**config.mk**
```make
export PLATFORM = sky130hd
export DESIGN_NAME = calendar_date_counter_unit
export DESIGN_NICKNAME = d
export VERILOG_FILES = /design/src/rtl/cdc_pkg.sv /design/src/rtl/calendar_date_counter_unit.sv /design/src/rtl/cdc_ctrl.sv /design/src/rtl/cdc_dpath.sv
export SDC_FILE = /design/constraint.sdc
export NUM_CORES = 1
export LEC_CHECK = 0
export ABC_CLOCK_PERIOD_IN_PS = 6900
export BUFFER_PORTS_ARGS = -buffer_cell sky130_fd_sc_hd__clkbuf_2
export CAP_MARGIN = 20
export CORE_UTILIZATION = 55
export CTS_BUF_LIST = sky130_fd_sc_hd__clkbuf_8
export DETAILED_ROUTE_END_ITERATION = 16
export GPL_ROUTABILITY_DRIVEN = 0
export PLACE_DENSITY = 0.78
export SLEW_MARGIN = 20
export SYNTH_ARGS = -nofsm -noshare
export SYNTH_HDL_FRONTEND = slang
export SYNTH_HIERARCHICAL = 1
export SYNTH_SLANG_ARGS = --single-unit
```
**constraint.sdc**
```tcl
create_clock -name clk -period 6.9 [get_ports clk]
set_input_delay 1.38 -clock clk [delete_from_list [all_inputs] [get_ports clk]]
set_output_delay 1.38 -clock clk [all_outputs]
set_load 0.02 [all_outputs]
```
**src/rtl/cdc_pkg.sv**
```systemverilog
// Shared types, codes and calendar helpers for the calendar date counter.
// Used by cdc_ctrl, cdc_dpath and calendar_date_counter_unit; no dependencies.
package cdc_pkg;

  localparam int ADD_COUNT_BITS_DEF = 16;

  // operation codes
  localparam logic [1:0] FUNC_SET = 2'd0;
  localparam logic [1:0] FUNC_INC = 2'd1;
  localparam logic [1:0] FUNC_ADD = 2'd2;

  // status codes
  localparam logic [2:0] ST_OK        = 3'd0;
  localparam logic [2:0] ST_BAD_MONTH = 3'd1;
  localparam logic [2:0] ST_BAD_YEAR  = 3'd2;
  localparam logic [2:0] ST_BAD_DAY   = 3'd3;
  localparam logic [2:0] ST_OVERFLOW  = 3'd4;

  localparam logic [11:0] YEAR_MIN = 12'd1900;
  localparam logic [11:0] YEAR_MID = 12'd2000;
  localparam logic [11:0] YEAR_MAX = 12'd2100;
  localparam logic [11:0] YEAR_TOP = 12'd4095;

  typedef struct packed {
    logic [1:0]  func;
    logic [3:0]  new_month;
    logic [4:0]  new_day;
    logic [11:0] new_year;
    logic [15:0] days_to_add;
  } cdc_in_t;

  typedef struct packed {
    logic [3:0]  cur_month;
    logic [4:0]  cur_day;
    logic [11:0] cur_year;
    logic [2:0]  status;
    logic        is_leap;
  } cdc_out_t;

  // controller to datapath
  typedef struct packed {
    logic ld_set;   // check and load a date
    logic ld_one;   // arm an advance of one day
    logic ld_add;   // arm an advance of days_to_add days
    logic ld_nop;   // unused selector: report as is
    logic step;     // one month-sized step of an advance
  } cdc_cmd_t;

  // datapath to controller
  typedef struct packed {
    logic fin;      // the current step ends the advance
  } cdc_sts_t;

  // days in a month; 0 for codes that are no month
  function automatic logic [4:0] days_in(input logic [3:0] month, input logic leap);
    logic [4:0] d;
    begin
      case (month)
        4'd1, 4'd3, 4'd5, 4'd7, 4'd8, 4'd10, 4'd12: d = 5'd31;
        4'd4, 4'd6, 4'd9, 4'd11:                    d = 5'd30;
        4'd2:                                       d = leap ? 5'd29 : 5'd28;
        default:                                    d = 5'd0;
      endcase
      return d;
    end
  endfunction

endpackage

```
**src/rtl/calendar_date_counter_unit.sv**
```systemverilog
// Top level of the calendar date counter: Gregorian date register with set,
// increment and add-days operations. Depends on cdc_pkg, cdc_ctrl, cdc_dpath.
//
//   channel  ports                    beat taken when
//   -------  -----------------------  ---------------------------
//   input    start, busy, in_data     start high while busy low
//   result   out_valid, out_data      out_valid high (one cycle)
//
// Order: a set or an unused selector puts its result out in the cycle right
// after the accepting edge; the next beat is taken only after that cycle.
// An increment or add first runs one step for each month touched (one
// month-sized step per cycle of the datapath, at least one step), then puts
// its result out; a new beat is taken only after the result cycle.
// busy stays high from the edge that accepts a beat through the result cycle.
// Reset (rst_n low, synchronous) loads 1 January 1900 with status ok.
// The receiver cannot stall: each result strobe lasts exactly one cycle.
module calendar_date_counter_unit #(
  parameter int ADD_COUNT_BITS = cdc_pkg::ADD_COUNT_BITS_DEF
) (
  input  logic              clk,
  input  logic              rst_n,
  input  logic              start,
  output logic              busy,
  input  cdc_pkg::cdc_in_t  in_data,
  output logic              out_valid,
  output cdc_pkg::cdc_out_t out_data
);

  cdc_pkg::cdc_cmd_t cmd;
  cdc_pkg::cdc_sts_t sts;

  // sequence the operation
  cdc_ctrl u_ctrl (
    .clk       (clk),
    .rst_n     (rst_n),
    .start     (start),
    .func      (in_data.func),
    .sts       (sts),
    .cmd       (cmd),
    .busy      (busy),
    .out_valid (out_valid)
  );

  // hold the date; step it a month at a time
  cdc_dpath #(
    .ADD_COUNT_BITS (ADD_COUNT_BITS)
  ) u_dpath (
    .clk      (clk),
    .rst_n    (rst_n),
    .in_data  (in_data),
    .cmd      (cmd),
    .sts      (sts),
    .out_data (out_data)
  );

endmodule

```
**src/rtl/cdc_ctrl.sv**
```systemverilog
// Sequencer of the calendar date counter: accepts a beat, runs the datapath
// steps of an increment or add and emits the result strobe. Depends on cdc_pkg.
module cdc_ctrl (
  input  logic              clk,
  input  logic              rst_n,
  input  logic              start,
  input  logic [1:0]        func,
  input  cdc_pkg::cdc_sts_t sts,
  output cdc_pkg::cdc_cmd_t cmd,
  output logic              busy,
  output logic              out_valid
);

  localparam logic [1:0] S_IDLE = 2'd0;
  localparam logic [1:0] S_RUN  = 2'd1;
  localparam logic [1:0] S_OUT  = 2'd2;

  logic [1:0] state_r, state_nxt;
  logic       take;

  assign take = start && (state_r == S_IDLE);

  always_comb begin
    cmd       = '0;
    state_nxt = state_r;
    unique case (state_r)
      S_IDLE: begin
        if (take) begin
          case (func)
            cdc_pkg::FUNC_SET: begin
              cmd.ld_set = 1'b1;
              state_nxt  = S_OUT;
            end
            cdc_pkg::FUNC_INC: begin
              cmd.ld_one = 1'b1;
              state_nxt  = S_RUN;
            end
            cdc_pkg::FUNC_ADD: begin
              cmd.ld_add = 1'b1;
              state_nxt  = S_RUN;
            end
            default: begin
              cmd.ld_nop = 1'b1;
              state_nxt  = S_OUT;
            end
          endcase
        end
      end
      S_RUN: begin
        cmd.step = 1'b1;
        if (sts.fin) state_nxt = S_OUT;
      end
      S_OUT: state_nxt = S_IDLE;
      default: state_nxt = S_IDLE;
    endcase
  end

  always_ff @(posedge clk) begin
    if (!rst_n) begin
      state_r <= S_IDLE;
    end else begin
      state_r <= state_nxt;
    end
  end

  assign busy      = (state_r != S_IDLE);
  assign out_valid = (state_r == S_OUT);

endmodule

```
**src/rtl/cdc_dpath.sv**
```systemverilog
// Date registers, day counter and leap tracking of the calendar date counter.
// Driven by cdc_ctrl through cdc_cmd_t. Depends on cdc_pkg.
module cdc_dpath #(
  parameter int ADD_COUNT_BITS = cdc_pkg::ADD_COUNT_BITS_DEF
) (
  input  logic              clk,
  input  logic              rst_n,
  input  cdc_pkg::cdc_in_t  in_data,
  input  cdc_pkg::cdc_cmd_t cmd,
  output cdc_pkg::cdc_sts_t sts,
  output cdc_pkg::cdc_out_t out_data
);

  localparam int CW = (ADD_COUNT_BITS > 6) ? ADD_COUNT_BITS : 6;
  localparam int TB = (ADD_COUNT_BITS < 16) ? ADD_COUNT_BITS : 16;

  logic [4:0]    day_r, day_nxt;
  logic [3:0]    month_r, month_nxt;
  logic [11:0]   year_r, year_nxt;
  logic [6:0]    yic_r, yic_nxt;     // year within century, 0..99
  logic [1:0]    cent_r, cent_nxt;   // century number mod 4
  logic [2:0]    status_r, status_nxt;
  logic [CW-1:0] cnt_r, cnt_nxt;

  logic          leap_cur;
  logic [4:0]    dim_cur;
  logic [4:0]    left;
  logic          fits;

  // set checks
  logic          m_bad, y_bad, d_bad, leap_new;
  logic [6:0]    yic_new;
  logic [1:0]    cent_new;

  assign leap_cur = (yic_r == 7'd0) ? (cent_r == 2'd0) : (yic_r[1:0] == 2'd0);
  assign dim_cur  = cdc_pkg::days_in(month_r, leap_cur);
  assign left     = (day_r < dim_cur) ? (dim_cur - day_r) : 5'd0;
  assign fits     = (cnt_r <= CW'(left));

  // a checked year lies in 1900..2100, where only 2000 is a century leap year
  assign m_bad    = (in_data.new_month == 4'd0) || (in_data.new_month > 4'd12);
  assign y_bad    = (in_data.new_year < cdc_pkg::YEAR_MIN) ||
                    (in_data.new_year > cdc_pkg::YEAR_MAX);
  assign leap_new = (in_data.new_year[1:0] == 2'd0) &&
                    (in_data.new_year != cdc_pkg::YEAR_MIN) &&
                    (in_data.new_year != cdc_pkg::YEAR_MAX);
  assign d_bad    = (in_data.new_day == 5'd0) ||
                    (in_data.new_day > cdc_pkg::days_in(in_data.new_month, leap_new));

  always_comb begin
    if (in_data.new_year < cdc_pkg::YEAR_MID) begin
      yic_new  = 7'(in_data.new_year - cdc_pkg::YEAR_MIN);
      cent_new = 2'd3;
    end else if (in_data.new_year < cdc_pkg::YEAR_MAX) begin
      yic_new  = 7'(in_data.new_year - cdc_pkg::YEAR_MID);
      cent_new = 2'd0;
    end else begin
      yic_new  = 7'(in_data.new_year - cdc_pkg::YEAR_MAX);
      cent_new = 2'd1;
    end
  end

  always_comb begin
    day_nxt    = day_r;
    month_nxt  = month_r;
    year_nxt   = year_r;
    yic_nxt    = yic_r;
    cent_nxt   = cent_r;
    status_nxt = status_r;
    cnt_nxt    = cnt_r;
    sts.fin    = 1'b0;

    if (cmd.ld_set) begin
      if (m_bad)      status_nxt = cdc_pkg::ST_BAD_MONTH;
      else if (y_bad) status_nxt = cdc_pkg::ST_BAD_YEAR;
      else if (d_bad) status_nxt = cdc_pkg::ST_BAD_DAY;
      else begin
        status_nxt = cdc_pkg::ST_OK;
        day_nxt    = in_data.new_day;
        month_nxt  = in_data.new_month;
        year_nxt   = in_data.new_year;
        yic_nxt    = yic_new;
        cent_nxt   = cent_new;
      end
    end else if (cmd.ld_one) begin
      status_nxt = cdc_pkg::ST_OK;
      cnt_nxt    = CW'(1);
    end else if (cmd.ld_add) begin
      status_nxt = cdc_pkg::ST_OK;
      cnt_nxt    = CW'(in_data.days_to_add[TB-1:0]);
    end else if (cmd.ld_nop) begin
      status_nxt = cdc_pkg::ST_OK;
    end else if (cmd.step) begin
      if (fits) begin
        // remainder lands inside this month
        day_nxt = day_r + cnt_r[4:0];
        sts.fin = 1'b1;
      end else if (month_r >= 4'd12) begin
        if (year_r == cdc_pkg::YEAR_TOP) begin
          day_nxt    = 5'd31;
          month_nxt  = 4'd12;
          status_nxt = cdc_pkg::ST_OVERFLOW;
          sts.fin    = 1'b1;
        end else begin
          year_nxt  = year_r + 12'd1;
          month_nxt = 4'd1;
          day_nxt   = 5'd1;
          cnt_nxt   = cnt_r - CW'(left) - CW'(1);
          if (yic_r == 7'd99) begin
            yic_nxt  = 7'd0;
            cent_nxt = cent_r + 2'd1;
          end else begin
            yic_nxt = yic_r + 7'd1;
          end
        end
      end else begin
        month_nxt = month_r + 4'd1;
        day_nxt   = 5'd1;
        cnt_nxt   = cnt_r - CW'(left) - CW'(1);
      end
    end
  end

  always_ff @(posedge clk) begin
    if (!rst_n) begin
      day_r    <= 5'd1;
      month_r  <= 4'd1;
      year_r   <= cdc_pkg::YEAR_MIN;
      yic_r    <= 7'd0;
      cent_r   <= 2'd3;
      status_r <= cdc_pkg::ST_OK;
    end else begin
      day_r    <= day_nxt;
      month_r  <= month_nxt;
      year_r   <= year_nxt;
      yic_r    <= yic_nxt;
      cent_r   <= cent_nxt;
      status_r <= status_nxt;
    end
  end

  always_ff @(posedge clk) begin
    cnt_r <= cnt_nxt;
  end

  assign out_data.cur_month = month_r;
  assign out_data.cur_day   = day_r;
  assign out_data.cur_year  = year_r;
  assign out_data.status    = status_r;
  assign out_data.is_leap   = leap_cur;

endmodule
```
Yosys cells after proc, flatten, opt, wreduce, memory -nomap -nowiden
Index checks and enable logic that the tools add are counted.

cells by class
  add/subtract/negate cells = 11
  magnitude comparators = 9
  equality and inequality tests = 46
  muxes and demuxes = 103
  bitwise gates (word level) = 1
  reductions and logical operators = 35

operator list
  operator                                                count
  two-way mux 12 bit                                      11
  two-way mux 7 bit                                       14
  two-way mux 16 bit                                      6
  two-way mux 5 bit                                       12
  two-way mux 4 bit                                       13
  equality test 4 bit (second input constant)             10
  two-way mux 2 bit                                       17
  equality test 4 x 3 -> 1 bit (second input constant)    8
  two-way mux 3 bit                                       10
  case mux 5 bit (3 select lines)                         2
  < comparator 12 x 11 -> 1 bit (second input constant)   2
  two-way mux 1 bit                                       17
  equality test 4 x 2 -> 1 bit (second input constant)    4
  <= comparator 16 x 5 -> 1 bit                           1
  subtractor 16 x 1 -> 16 bit (second input constant)     1
  subtractor 16 x 5 -> 16 bit                             1
  nonzero test 5 bit                                      3
  OR reduction 7 bit                                      2
  subtractor 7 bit (second input constant)                2
  adder 12 x 1 -> 12 bit (second input constant)          1
  equality test 12 bit (second input constant)            1
  greater-than comparator 12 bit (second input constant)  1
  < comparator 12 bit (second input constant)             1
  != test 12 x 11 -> 1 bit (second input constant)        1
  41 further kinds                                        64

storage, ports and cells
  register bits = 51
  bits of input ports = 42
  output and inout bits = 27
  logic and storage cells = 213

Logic depth before layout (Yosys ltp)
Gate-level depths: netlist of the first run.

  depth in word-level cells = 15
  gate-level depth with buffers = 24
  mapped depth without buffers = 22

Modules after synthesis
Netlist of the first run, hierarchy kept.

modules (own cells, without submodules)
  module     instances  cells each  area each (sq um)  seq. area each (sq um)
  cdc_dpath  1          531         4204.0             1141.1
  cdc_ctrl   1          23          193.9              40.0

Worst setup path before layout of the first run
No wires, ideal clock.

  path kind = flip-flop to flip-flop
  start = register u_dpath.month_r[1]
  end = register u_dpath.cnt_r[0] (enable)
  library setup time = 0.388 ns
  arrival time = 4.558 ns
  required time = 6.512 ns
  path slack = 1.954 ns
  cell stages (with the launch flop) = 20
  path buffers = 1
  clock period less this slack = 4.946 ns
  cells stage by stage = dfxtp_1 > inv_1 > ha_1 > or3_1 > o22a_1 > o21bai_1 > ha_1 > a21o_1 > a21o_1 > a21oi_1 > a31oi_1 > nand2_1 > ha_1 > buf_2 > and4b_1 > o21ai_0 > a32o_1 > a21oi_1 > a311oi_1 > nor2_1

between the ends
  word-level cells in the longest chain between the ends = 8
  elaborated cells on any way between the ends = 23
  those cells by class = add/sub (1); order compare (3); eq/ne (14); mux (2); reduce/logical (3)

ends and longest elaborated chain
  element                                                   line              text
  start: declaration                                        cdc_dpath.sv:18   logic [3:0] month_r, month_nxt;
  start signal: assignment                                  cdc_dpath.sv:134  month_r <= month_nxt;
  equality test 4 x 1 -> 1 bit (tied with other cells)      cdc_pkg.sv:58     case (month)
  OR reduction 7 bit or OR reduction 4 bit (tied branches)  cdc_pkg.sv:58
  case mux 5 bit (3 select lines)                           cdc_pkg.sv:58
  subtractor 5 bit or < comparator 5 bit (tied branches)    cdc_dpath.sv:37   assign left = (day_r < dim_cur) ? (dim_cur - day_r) : 5'd0;
  two-way mux 5 bit                                         cdc_dpath.sv:37
  <= comparator 16 x 5 -> 1 bit                             cdc_dpath.sv:38   assign fits = (cnt_r <= CW'(left));
  != test 3 bit (no source line)                            -
  AND reduction 5 bit (no source line) (*)                  -
  end signal: assignment                                    cdc_dpath.sv:143  cnt_r <= cnt_nxt;
  end: declaration                                          cdc_dpath.sv:23   logic [CW-1:0] cnt_r, cnt_nxt;

Every way passes the cells marked *; elsewhere a longest branch is shown, timed or not.
A chain may end at the register's enable or synchronous reset.

Worst setup path in the final report of the first run
  start = register u_dpath.month_r[1]
  end = register u_dpath.status_r[0]

between the ends
  word-level cells in the longest chain between the ends = 8
  elaborated cells on any way between the ends = 23
  those cells by class = add/sub (1); order compare (3); eq/ne (13); mux (2); reduce/logical (4)

ends and longest elaborated chain
  element                                                   line              text
  equality test 4 x 1 -> 1 bit (tied with other cells)      cdc_pkg.sv:58
  OR reduction 7 bit or OR reduction 4 bit (tied branches)  cdc_pkg.sv:58
  case mux 5 bit (3 select lines)                           cdc_pkg.sv:58
  subtractor 5 bit or < comparator 5 bit (tied branches)    cdc_dpath.sv:37
  two-way mux 5 bit                                         cdc_dpath.sv:37
  <= comparator 16 x 5 -> 1 bit                             cdc_dpath.sv:38
  != test 5 bit (no source line)                            -
  AND reduction 4 bit (no source line) (*)                  -
  end signal: assignment                                    cdc_dpath.sv:131  status_r <= cdc_pkg::ST_OK;
  end signal: assignment                                    cdc_dpath.sv:138  status_r <= status_nxt;
  end: declaration                                          cdc_dpath.sv:22   logic [2:0] status_r, status_nxt;

Marks and branches as above.

==> results of run 1 <==
[metrics by stage]
| step | area [um^2] | utilization | total power [uW] |
|---|---|---|---|
| 5_1_grt | 4858 | 0.6287 | 1320 |
| 2_1_floorplan | 4398 | - | 904.5 |
| 4_1_cts | 4858 | 0.6287 | 1218 |
| 3_3_place_gp | 4770 | 0.6172 | 1013 |
| 3_5_place_dp | 4770 | 0.6172 | 1035 |
| 6_report | 4858 | 0.6287 | 1215 |
[worst min-delay path, cell delays in order (launching register included)]
cell and delay (ns):
dfxtp_1 0.35, nand2_1 0.06, o32ai_1 0.05
[cell type report]
cell class | instances | share of cell area
multi-input cells | 441 | 0.6091
clock inverters | 3 | 0.004121
repair buffers | 70 | 0.07314
flip-flops and latches | 51 | 0.2431
clock buffers | 5 | 0.01416
inverters | 39 | 0.03013
well taps | 102 | 0.02627
[metal layers]
metal  global-route usage  up-vias  part of all wire
li1                     -     2114                 -
met1               0.3910     2053              0.47
met2               0.4279      159              0.45
met3              0.04690       16             0.066
met4              0.07937        0             0.015
met5                    0        -                 0
[power groups by stage]
| stage | clock, uW | sequential (uW) | combinational (uW) |
|---|---|---|---|
| floorplan | 0 | 408 | 497 |
| global placement | 0 | 412 | 601 |
| detailed placement | 0 | 413 | 622 |
| CTS | 187 | 406 | 625 |
| global route | 195 | 412 | 713 |
| finish | 181 | 407 | 627 |
[path summary, 6_finish.rpt]
check	end	start	cells after the start
worst max-delay path	u_dpath/status_r[0]$_SDFFE_PN0P_	u_dpath/month_r[1]$_SDFFE_PN0P_	19
worst min-delay path	u_dpath/yic_r[6]$_SDFFE_PN0P_	u_dpath/yic_r[6]$_SDFFE_PN0P_	2
worst max register to register	u_dpath/status_r[0]$_SDFFE_PN0P_	u_dpath/month_r[1]$_SDFFE_PN0P_	19
worst min register to register	u_dpath/yic_r[6]$_SDFFE_PN0P_	u_dpath/yic_r[6]$_SDFFE_PN0P_	2
[state kept, by name (all words and copies together) (netlist names)]
| name | flops |
|---|---|
| u_dpath/cnt_r | 16 |
| u_ctrl/state_r | 2 |
| u_dpath/day_r | 5 |
| u_dpath/month_r | 4 |
| u_dpath/cent_r | 2 |
| u_dpath/yic_r | 7 |
| u_dpath/status_r | 3 |
| u_dpath/year_r | 12 |
[kinds of logic (layout without fill, tap and decap cells)]
group	after synthesis	after routing	share of synthesized area
AND/OR/NAND/NOR	206	206	0.2322
AO/OA/AOI/OAI	163	163	0.2549
buffers and inverters	62	117	0.05860
flip-flops	51	51	0.2686
adder cells (fa/ha/maj)	41	41	0.1218
XOR/XNOR	23	23	0.04580
multiplexers	8	8	0.01821
[Yosys cell counts (4+ instances only)]
library cell   n
o31ai_1        6
o21ai_1        8
nor3_1        10
inv_1         38
clkbuf_1      14
o21a_1         4
o311ai_1       4
xnor2_1       13
nor2_1        64
a311oi_1       4
o21ai_0       18
and3_1         7
a32oi_1        4
o32ai_1        4
nand2b_1       5
a21o_1         9
ha_1          38
and3_2         4
a21oi_1       44
mux2i_1        8
o211ai_1       5
nor2b_1        8
a211oi_1      10
dfxtp_1       35
edfxtp_1      16
nand2_1       62
xor2_1        10
nand3_1       13
a31oi_1        6
==> impl_metrics.ini, run 1 <==
[routing]
ant_nets = 0
drc = 0
drt_first_pass_iters = 5
routed_wl_um = 11360
routed-via-count = 4342
via_per_inst = 6.107
wl_per_cell_um = 15.97
first_iter_violations = 278

[sta]
final.setup_skew_ns = 0.008086
fmax_mhz = 195.5
grt_setup_unrepaired = false
holdWs_ns = 0.5094
period_needed_ns = 5.116
setup_viol_count_final = 0
slew_violations = 0
worstMarginPinSlew_ns = 0.8307
relSlewSlack = 0.4462
setup_slack_ns = 1.784
fin_crit_sh = 0.7415
hold_viol = 0
tns_ns = 0

[clocking]
clkTransAtPathRegs_ns = 0.10
cts_resized = 0
cts_hold_buf = 0
cts_tree = yes
numCtsBuffers = 5
root_buffer = clkbuf_8
htree_levels = 2
cts_max_path_buffers = 2
cts_setup_buffers = 0
cts.sinks = 51
clk_latency_ns = 0.31

[floorplanning]
core_area_um2 = 7727
num_rows = 32
io_pins = 69
die_h_um = 91.42
die_x_um = 91.42
design.die.area_um2 = 8358
start_util = 0.5691

[final_layout]
diodes = 0
nets = 691
num-fill-cells = 706
area_growth_pct = 10.47
fin_cells = 711
multi_input_area_um2 = 2959
final_cell_mix = clkbuf_2, nor2_1, nand2_1
register_area_um2 = 1181
drive_above_1_share = 0.1658
layout_commonest_cell = clkbuf_2

[logic_synthesis]
yosys.area.top_type_share = 0.1593
synth-edff-count = 16
synth_seq_cells = 51
seq_area_frac_synth = 0.2686
async_flop_share = 0
yosysWarnings = 6
synth_nets = 637
synth_area_per_cell_um2 = 7.939
synth_top_flop_cell = dfxtp_1
synth_cells = 554
netlist_area_um2 = 4398
yosysUniqueCellTypes = 77
ys_top_cells_by_area = dfxtp_1, edfxtp_1, ha_1
synth_area_leader_cell = dfxtp_1

[worst_setup_path]
cp_cell_sequence = inv_1, ha_1, or3_1, o22a_1, o21bai_1, ha_1, a21o_1, a21o_1, a21oi_1, a31oi_1, nand2_1, ha_1, and4b_1, o21ai_0, a32o_1, a211oi_1, a21boi_1, a22oi_1, nor2_1
cp_slowest_cell = a211oi_1
slowest_delay_ns = 0.66
ff2ff_setup_slack_ns = 1.78
arrival_ns = 5.29
required_ns = 7.08
crit_top_cell = ha_1
worstSetupStartpointType = register
worstSetupEndpointType = register
critical_path_buf_inv_count = 1
crit_type = register to register
path_max_fanout = 9
cp_top_family = compound AO/OA/AOI/OAI gates

[pwr]
pwr-share-comb = 0.516
power_switching_share = 0.4135
peakVddDrop_mv = 0.1343
cellPowerDensity_nw_per_um2 = 250.1
p_switching_uw = 502.5
p_seq_frac = 0.335
p_int_uw = 712.8
p_leak_uw = 0.002051
clockPowerShare = 0.149

[global_routing]
antenna_found_initial = 0
grt_overflow_total = 0
grt_pass1_vias = 3940
grt_pass1_wl_um = 18710
grt_max_degree = 45
grt_use_total = 0.2758

[placed_design]
post-place-cells = 703
dpl.hpwl_um = 8640
dp_slack_ns = 1.935
numPortBuffers = 68

[flow_run]
max_cap_violations = 0

[min_path]
hold_class = register to register

[outcome]
status = complete, no violations
(Power assumes the default switching activity.)
==> inputs of run 2 (changes only) <==
--- a/config.mk
+++ b/config.mk
@@ -5,7 +5,7 @@
 export SDC_FILE = /design/constraint.sdc
 export NUM_CORES = 1
 export LEC_CHECK = 0
-export ABC_CLOCK_PERIOD_IN_PS = 6900
+export ABC_CLOCK_PERIOD_IN_PS = 4800
 export BUFFER_PORTS_ARGS = -buffer_cell sky130_fd_sc_hd__clkbuf_2
 export CAP_MARGIN = 20
 export CORE_UTILIZATION = 55
==> constraint.sdc (replaced) <==
create_clock -name clk -period 4.8 [get_ports clk]
set_input_delay 0.96 -clock clk [delete_from_list [all_inputs] [get_ports clk]]
set_output_delay 0.96 -clock clk [all_outputs]
set_load 0.02 [all_outputs]
==> impl_metrics.ini, run 2 (same netlist as run 1, synthesis figures left out) <==
[sta]
worstMarginPinSlew_ns = 0.7421
final.setup_skew_ns = 0.009052
fin_crit_sh = 0.9694
setup_slack_ns = 0.1469
period_needed_ns = 4.653
relSlewSlack = 0.5047
slew_violations = 0
hold_viol = 0
setup_viol_count_final = 0
fmax_mhz = 214.9

[routing]
routed-via-count = 4454
first_iter_violations = 302
routed_wl_um = 12140
via_per_inst = 6.110
drt_first_pass_iters = 7
wl_per_cell_um = 16.65
ant_nets = 0
drc = 0

[min_path]
hold_class = register to register
min_path_cells = 2
holdPathEnd = u_dpath/day_r[1]$_SDFFE_PN0P_
hp-start = u_dpath/day_r[1]$_SDFFE_PN0P_

[final_layout]
final_cell_mix = clkbuf_2, nor2_1, nand2_1
biggestRegsByFlops = u_dpath/cnt_r (16), u_dpath/year_r (12), u_dpath/yic_r (7)
drive_above_1_share = 0.2217
largest_reg_flops = 16
layout_commonest_cell = clkbuf_2
nets = 709
final_util = 0.6765
final_cell_area_um2 = 5228
regMostFlops = u_dpath/cnt_r
diodes = 0
area_growth_pct = 18.86

[pwr]
power_uw = 2092
cellPowerDensity_nw_per_um2 = 400.1
p_leak_uw = 0.002195
peakVddDrop_mv = 0.2792

[placed_design]
dp_slack_ns = 0.07406
dpl_cell_area_um2 = 4822
numPortBuffers = 68
dpl.hpwl_um = 8609

[worst_setup_path]
ff2ff_setup_slack_ns = 0.15
arrival_ns = 4.85
crit_start = u_dpath/month_r[1]$_SDFFE_PN0P_
r2r_end = u_dpath/year_r[11]$_SDFFE_PN0P_
required_ns = 4.99
crit_type = register to register
r2r_cells = 21
worstSetupEndpointType = register
r2r_start = u_dpath/month_r[1]$_SDFFE_PN0P_
worstSetupStartpointType = register
path_max_fanout = 6

[floorplanning]
die_x_um = 91.42
num_rows = 32
io_pins = 69
design.die.area_um2 = 8358
start_util = 0.5691
die_h_um = 91.42
core_area_um2 = 7727

[global_routing]
grt_pass1_wl_um = 19140
grt_overflow_total = 0
grt_pass1_vias = 4055
antenna_found_initial = 0
grt_use_total = 0.2811
grt_max_degree = 44

[clocking]
clk_latency_ns = 0.31
clkTransAtPathRegs_ns = 0.10
cts_max_path_buffers = 2
numCtsBuffers = 5
htree_levels = 2
cts_hold_buf = 0
cts.sinks = 51
cts_tree = yes
root_buffer = clkbuf_8

[flow_run]
max_cap_violations = 0

[outcome]
status = complete, no violations
==> run 2: timing repair <==
item | in CTS | in global routing
setup buffers | 0 | 12
endpoints found under the setup margin | 0 | 54
gates resized for setup | 0 | 25
==> run 2: worst max-delay path by stage <==
stage	endpoint
4_1_cts	u_dpath/cnt_r[0]$_SDFFCE_PP1P_
5_1_grt	u_dpath/year_r[11]$_SDFFE_PN0P_
3_5_place_dp	u_dpath/cnt_r[7]$_SDFFCE_PP0P_
6_report	u_dpath/year_r[11]$_SDFFE_PN0P_
2_1_floorplan	u_dpath/cnt_r[0]$_SDFFCE_PP1P_
3_3_place_gp	u_dpath/cnt_r[11]$_SDFFCE_PP0P_
==> run 2: report_power, final <==
| group | switching, uW | internal [uW] |
|---|---|---|
| sequential | 59.4 | 531 |
| combinational | 614 | 523 |
| clock | 155 | 208 |
==> run 2: metrics by stage <==
stage	cells	setup TNS (ns)	hold WS [ns]
after floorplan	554	0	0.4663
after global placement	708	0	0.4875
final	729	0	0.5131
after global routing	729	-0.07511	0.5353
after detailed placement	708	0	0.4938
after CTS	716	0	0.5100
==> run 2: critical path: stages (launching register included) <==
cell and delay (ns):
dfxtp_4 0.39, inv_1 0.06, ha_1 0.19, or3_1 0.39, o22a_1 0.25, o21bai_2 0.27
ha_4 0.32, a21o_1 0.15, a21o_1 0.13, a21oi_1 0.08, a31oi_2 0.23, nand2_1 0.14
ha_4 0.31, and4b_1 0.23, o21ai_0 0.12, a32o_2 0.34, a21oi_4 0.23, o21ai_4 0.10
buf_4 0.17, buf_4 0.13, o211ai_1 0.17, o21ai_0 0.12
==> run 2: area by class of cell <==
class                           instances  area (um^2)
Timing Repair Buffer                   87        533.0
Sequential cell                        51         1186
Tap cell                              102        127.6
Multi-Input combinational cell        442         3098
Inverter                               39        146.4
Fill cell                             670         2500
Clock inverter                          3        67.56
Clock buffer                            5        68.82
==> run 2: layer usage <==
| metal | vias to the layer above | wire length, um | GRT usage |
|---|---|---|---|
| met4 | 0 | 203 | 0.08466 |
| met2 | 208 | 5603 | 0.4461 |
| met5 | - | 0 | 0 |
| met3 | 21 | 886 | 0.04774 |
| met1 | 2075 | 5442 | 0.3886 |
| li1 | 2150 | - | - |
==> inputs of run 3 (changes only) <==
--- a/config.mk
+++ b/config.mk
@@ -12,6 +12,7 @@
 export CTS_BUF_LIST = sky130_fd_sc_hd__clkbuf_8
 export DETAILED_ROUTE_END_ITERATION = 16
 export GPL_ROUTABILITY_DRIVEN = 0
+export GPL_TIMING_DRIVEN = 0
 export PLACE_DENSITY = 0.78
 export SLEW_MARGIN = 20
 export SYNTH_ARGS = -nofsm -noshare
==> impl_metrics.ini, run 3 (same netlist as run 1, synthesis figures left out) <==
[worst_setup_path]
crit_top_cell = a21o_1
cp_slowest_cell = a21boi_0
required_ns = 4.85
arrival_ns = 4.66
cp_top_family = compound AO/OA/AOI/OAI gates
cp_cell_sequence = inv_1, ha_1, nor3_1, a21boi_0, o21ai_0, ha_2, inv_1, a21o_1, a21o_1, a21o_1, a21oi_1, a31oi_2, nand2_1, ha_1, a21o_1, a21oi_1, o21bai_1, a2111oi_1, xor2_1, mux2i_1, nor2_1
worstSetupStartpointType = register
critical_path_buf_inv_count = 2
crit_type = register to register
path_max_fanout = 5
worstSetupEndpointType = register
slowest_delay_ns = 0.57

[sta]
setup_viol_count_final = 0
grt_setup_unrepaired = true
fmax_mhz = 217.0
relSlewSlack = 0.5071
fin_crit_sh = 0.9602
setup_slack_ns = 0.1911
worstMarginPinSlew_ns = 0.7394
slew_violations = 0
period_needed_ns = 4.609
final.setup_skew_ns = 0.007420
hold_viol = 0

[final_layout]
fin_cells = 741
drive_above_1_share = 0.2081
area_growth_pct = 18.78
nets = 721
layout_commonest_cell = clkbuf_2
largest_reg_flops = 16
diodes = 0
biggestRegsByFlops = u_dpath/cnt_r (16), u_dpath/year_r (12), u_dpath/yic_r (7)
regMostFlops = u_dpath/cnt_r
final_cell_mix = clkbuf_2, nor2_1, nand2_1

[pwr]
p_seq_frac = 0.291
p_int_uw = 1173
pwr-share-comb = 0.560
p_switching_uw = 853.6
peakVddDrop_mv = 0.2649
clockPowerShare = 0.149
cellPowerDensity_nw_per_um2 = 388.0
power_switching_share = 0.4211
p_leak_uw = 0.002191

[floorplanning]
die_x_um = 91.42
die_h_um = 91.42
start_util = 0.5691
num_rows = 32
core_area_um2 = 7727
io_pins = 69
design.die.area_um2 = 8358

[routing]
ant_nets = 0
routed_wl_um = 12900
routed-via-count = 4567
drc = 0
first_iter_violations = 461
drt_first_pass_iters = 8
wl_per_cell_um = 17.41
via_per_inst = 6.163

[clocking]
clk_latency_ns = 0.30
cts_max_path_buffers = 2
root_buffer = clkbuf_8
numCtsBuffers = 5
cts.sinks = 51
htree_levels = 2
clkTransAtPathRegs_ns = 0.10
cts_tree = yes

[global_routing]
busiest_layer = met2
grt_max_degree = 16
grt_pass1_wl_um = 20720
grt_use_met3 = 0.04690
grtUsageMet1 = 0.4142
met2_usage = 0.5031
grt_use_total = 0.3103
antenna_found_initial = 0
grt_pass1_vias = 4351
grt_overflow_total = 0

[flow_run]
max_cap_violations = 0

[placed_design]
dpl.hpwl_um = 9535
numPortBuffers = 68
dp_slack_ns = -0.6072
post-place-cells = 724

[outcome]
status = complete, no violations

[min_path]
hold_class = register to register
-- run 3: power by group through the flow --
stage	registers, uW	clock network [uW]	logic, uW
finish	590	303	1130
global route	597	320	1250
CTS	584	303	992
detailed placement	594	0	928
global placement	590	0	883
floorplan	586	0	715
-- run 3: stage by stage --
step,total power [uW],hold slack [ns],TNS [ns],area [um^2],utilization
finish,2027,0.5012,0,5224,0.6760
global route,2162,0.5322,-0.4276,5224,0.6760
CTS,1879,0.5081,0,5045,0.6529
detailed placement,1522,0.4817,-11.54,4868,0.6300
global placement,1473,0.4815,-7.078,4868,0.6300
floorplan,1300,0.4663,0,4400,-
-- run 3: layer usage --
metal	part of all wire	wire [um]
met1	0.43	5485
met2	0.46	5962
met4	0.024	304
met5	0	0
met3	0.089	1146
-- run 3: what timing repair did --
action,4_1_cts,5_1_grt
setup endpoints to repair,29,53
setup buffers,3,5
hold buffers,0,0
pin swaps,2,7
resized for setup,8,24
cloned,0,1
-- run 3: path summary, 6_finish.rpt --
kind / start / endpoint / slack, ns / depth (start not counted)
worst max-delay path: u_dpath/cent_r[0]$_SDFFE_PN1P_ / u_dpath/cnt_r[11]$_SDFFCE_PP0P_ / 0.19 / 21
worst min-delay path: u_dpath/status_r[2]$_SDFFE_PN0P_ / u_dpath/status_r[2]$_SDFFE_PN0P_ / 0.50 / 2
worst max register to register: u_dpath/cent_r[0]$_SDFFE_PN1P_ / u_dpath/cnt_r[11]$_SDFFCE_PP0P_ / 0.19 / 21
worst min register to register: u_dpath/status_r[2]$_SDFFE_PN0P_ / u_dpath/status_r[2]$_SDFFE_PN0P_ / 0.50 / 2
-- run 3: final cells by class --
type	instances	area [um^2]
Buffer	23	117.6
Clock buffer	5	68.82
Clock inverter	3	38.79
Fill cell	693	2504
Inverter	39	146.4
Multi-Input combinational cell	441	3100
Sequential cell	51	1186
Tap cell	102	127.6
Timing Repair Buffer	77	437.9
-- run 3: tightest hold or removal path, stage by stage, from the launching register on --
cell and delay (ns):
dfxtp_1 0.34, a21oi_1 0.04, nor2_1 0.09
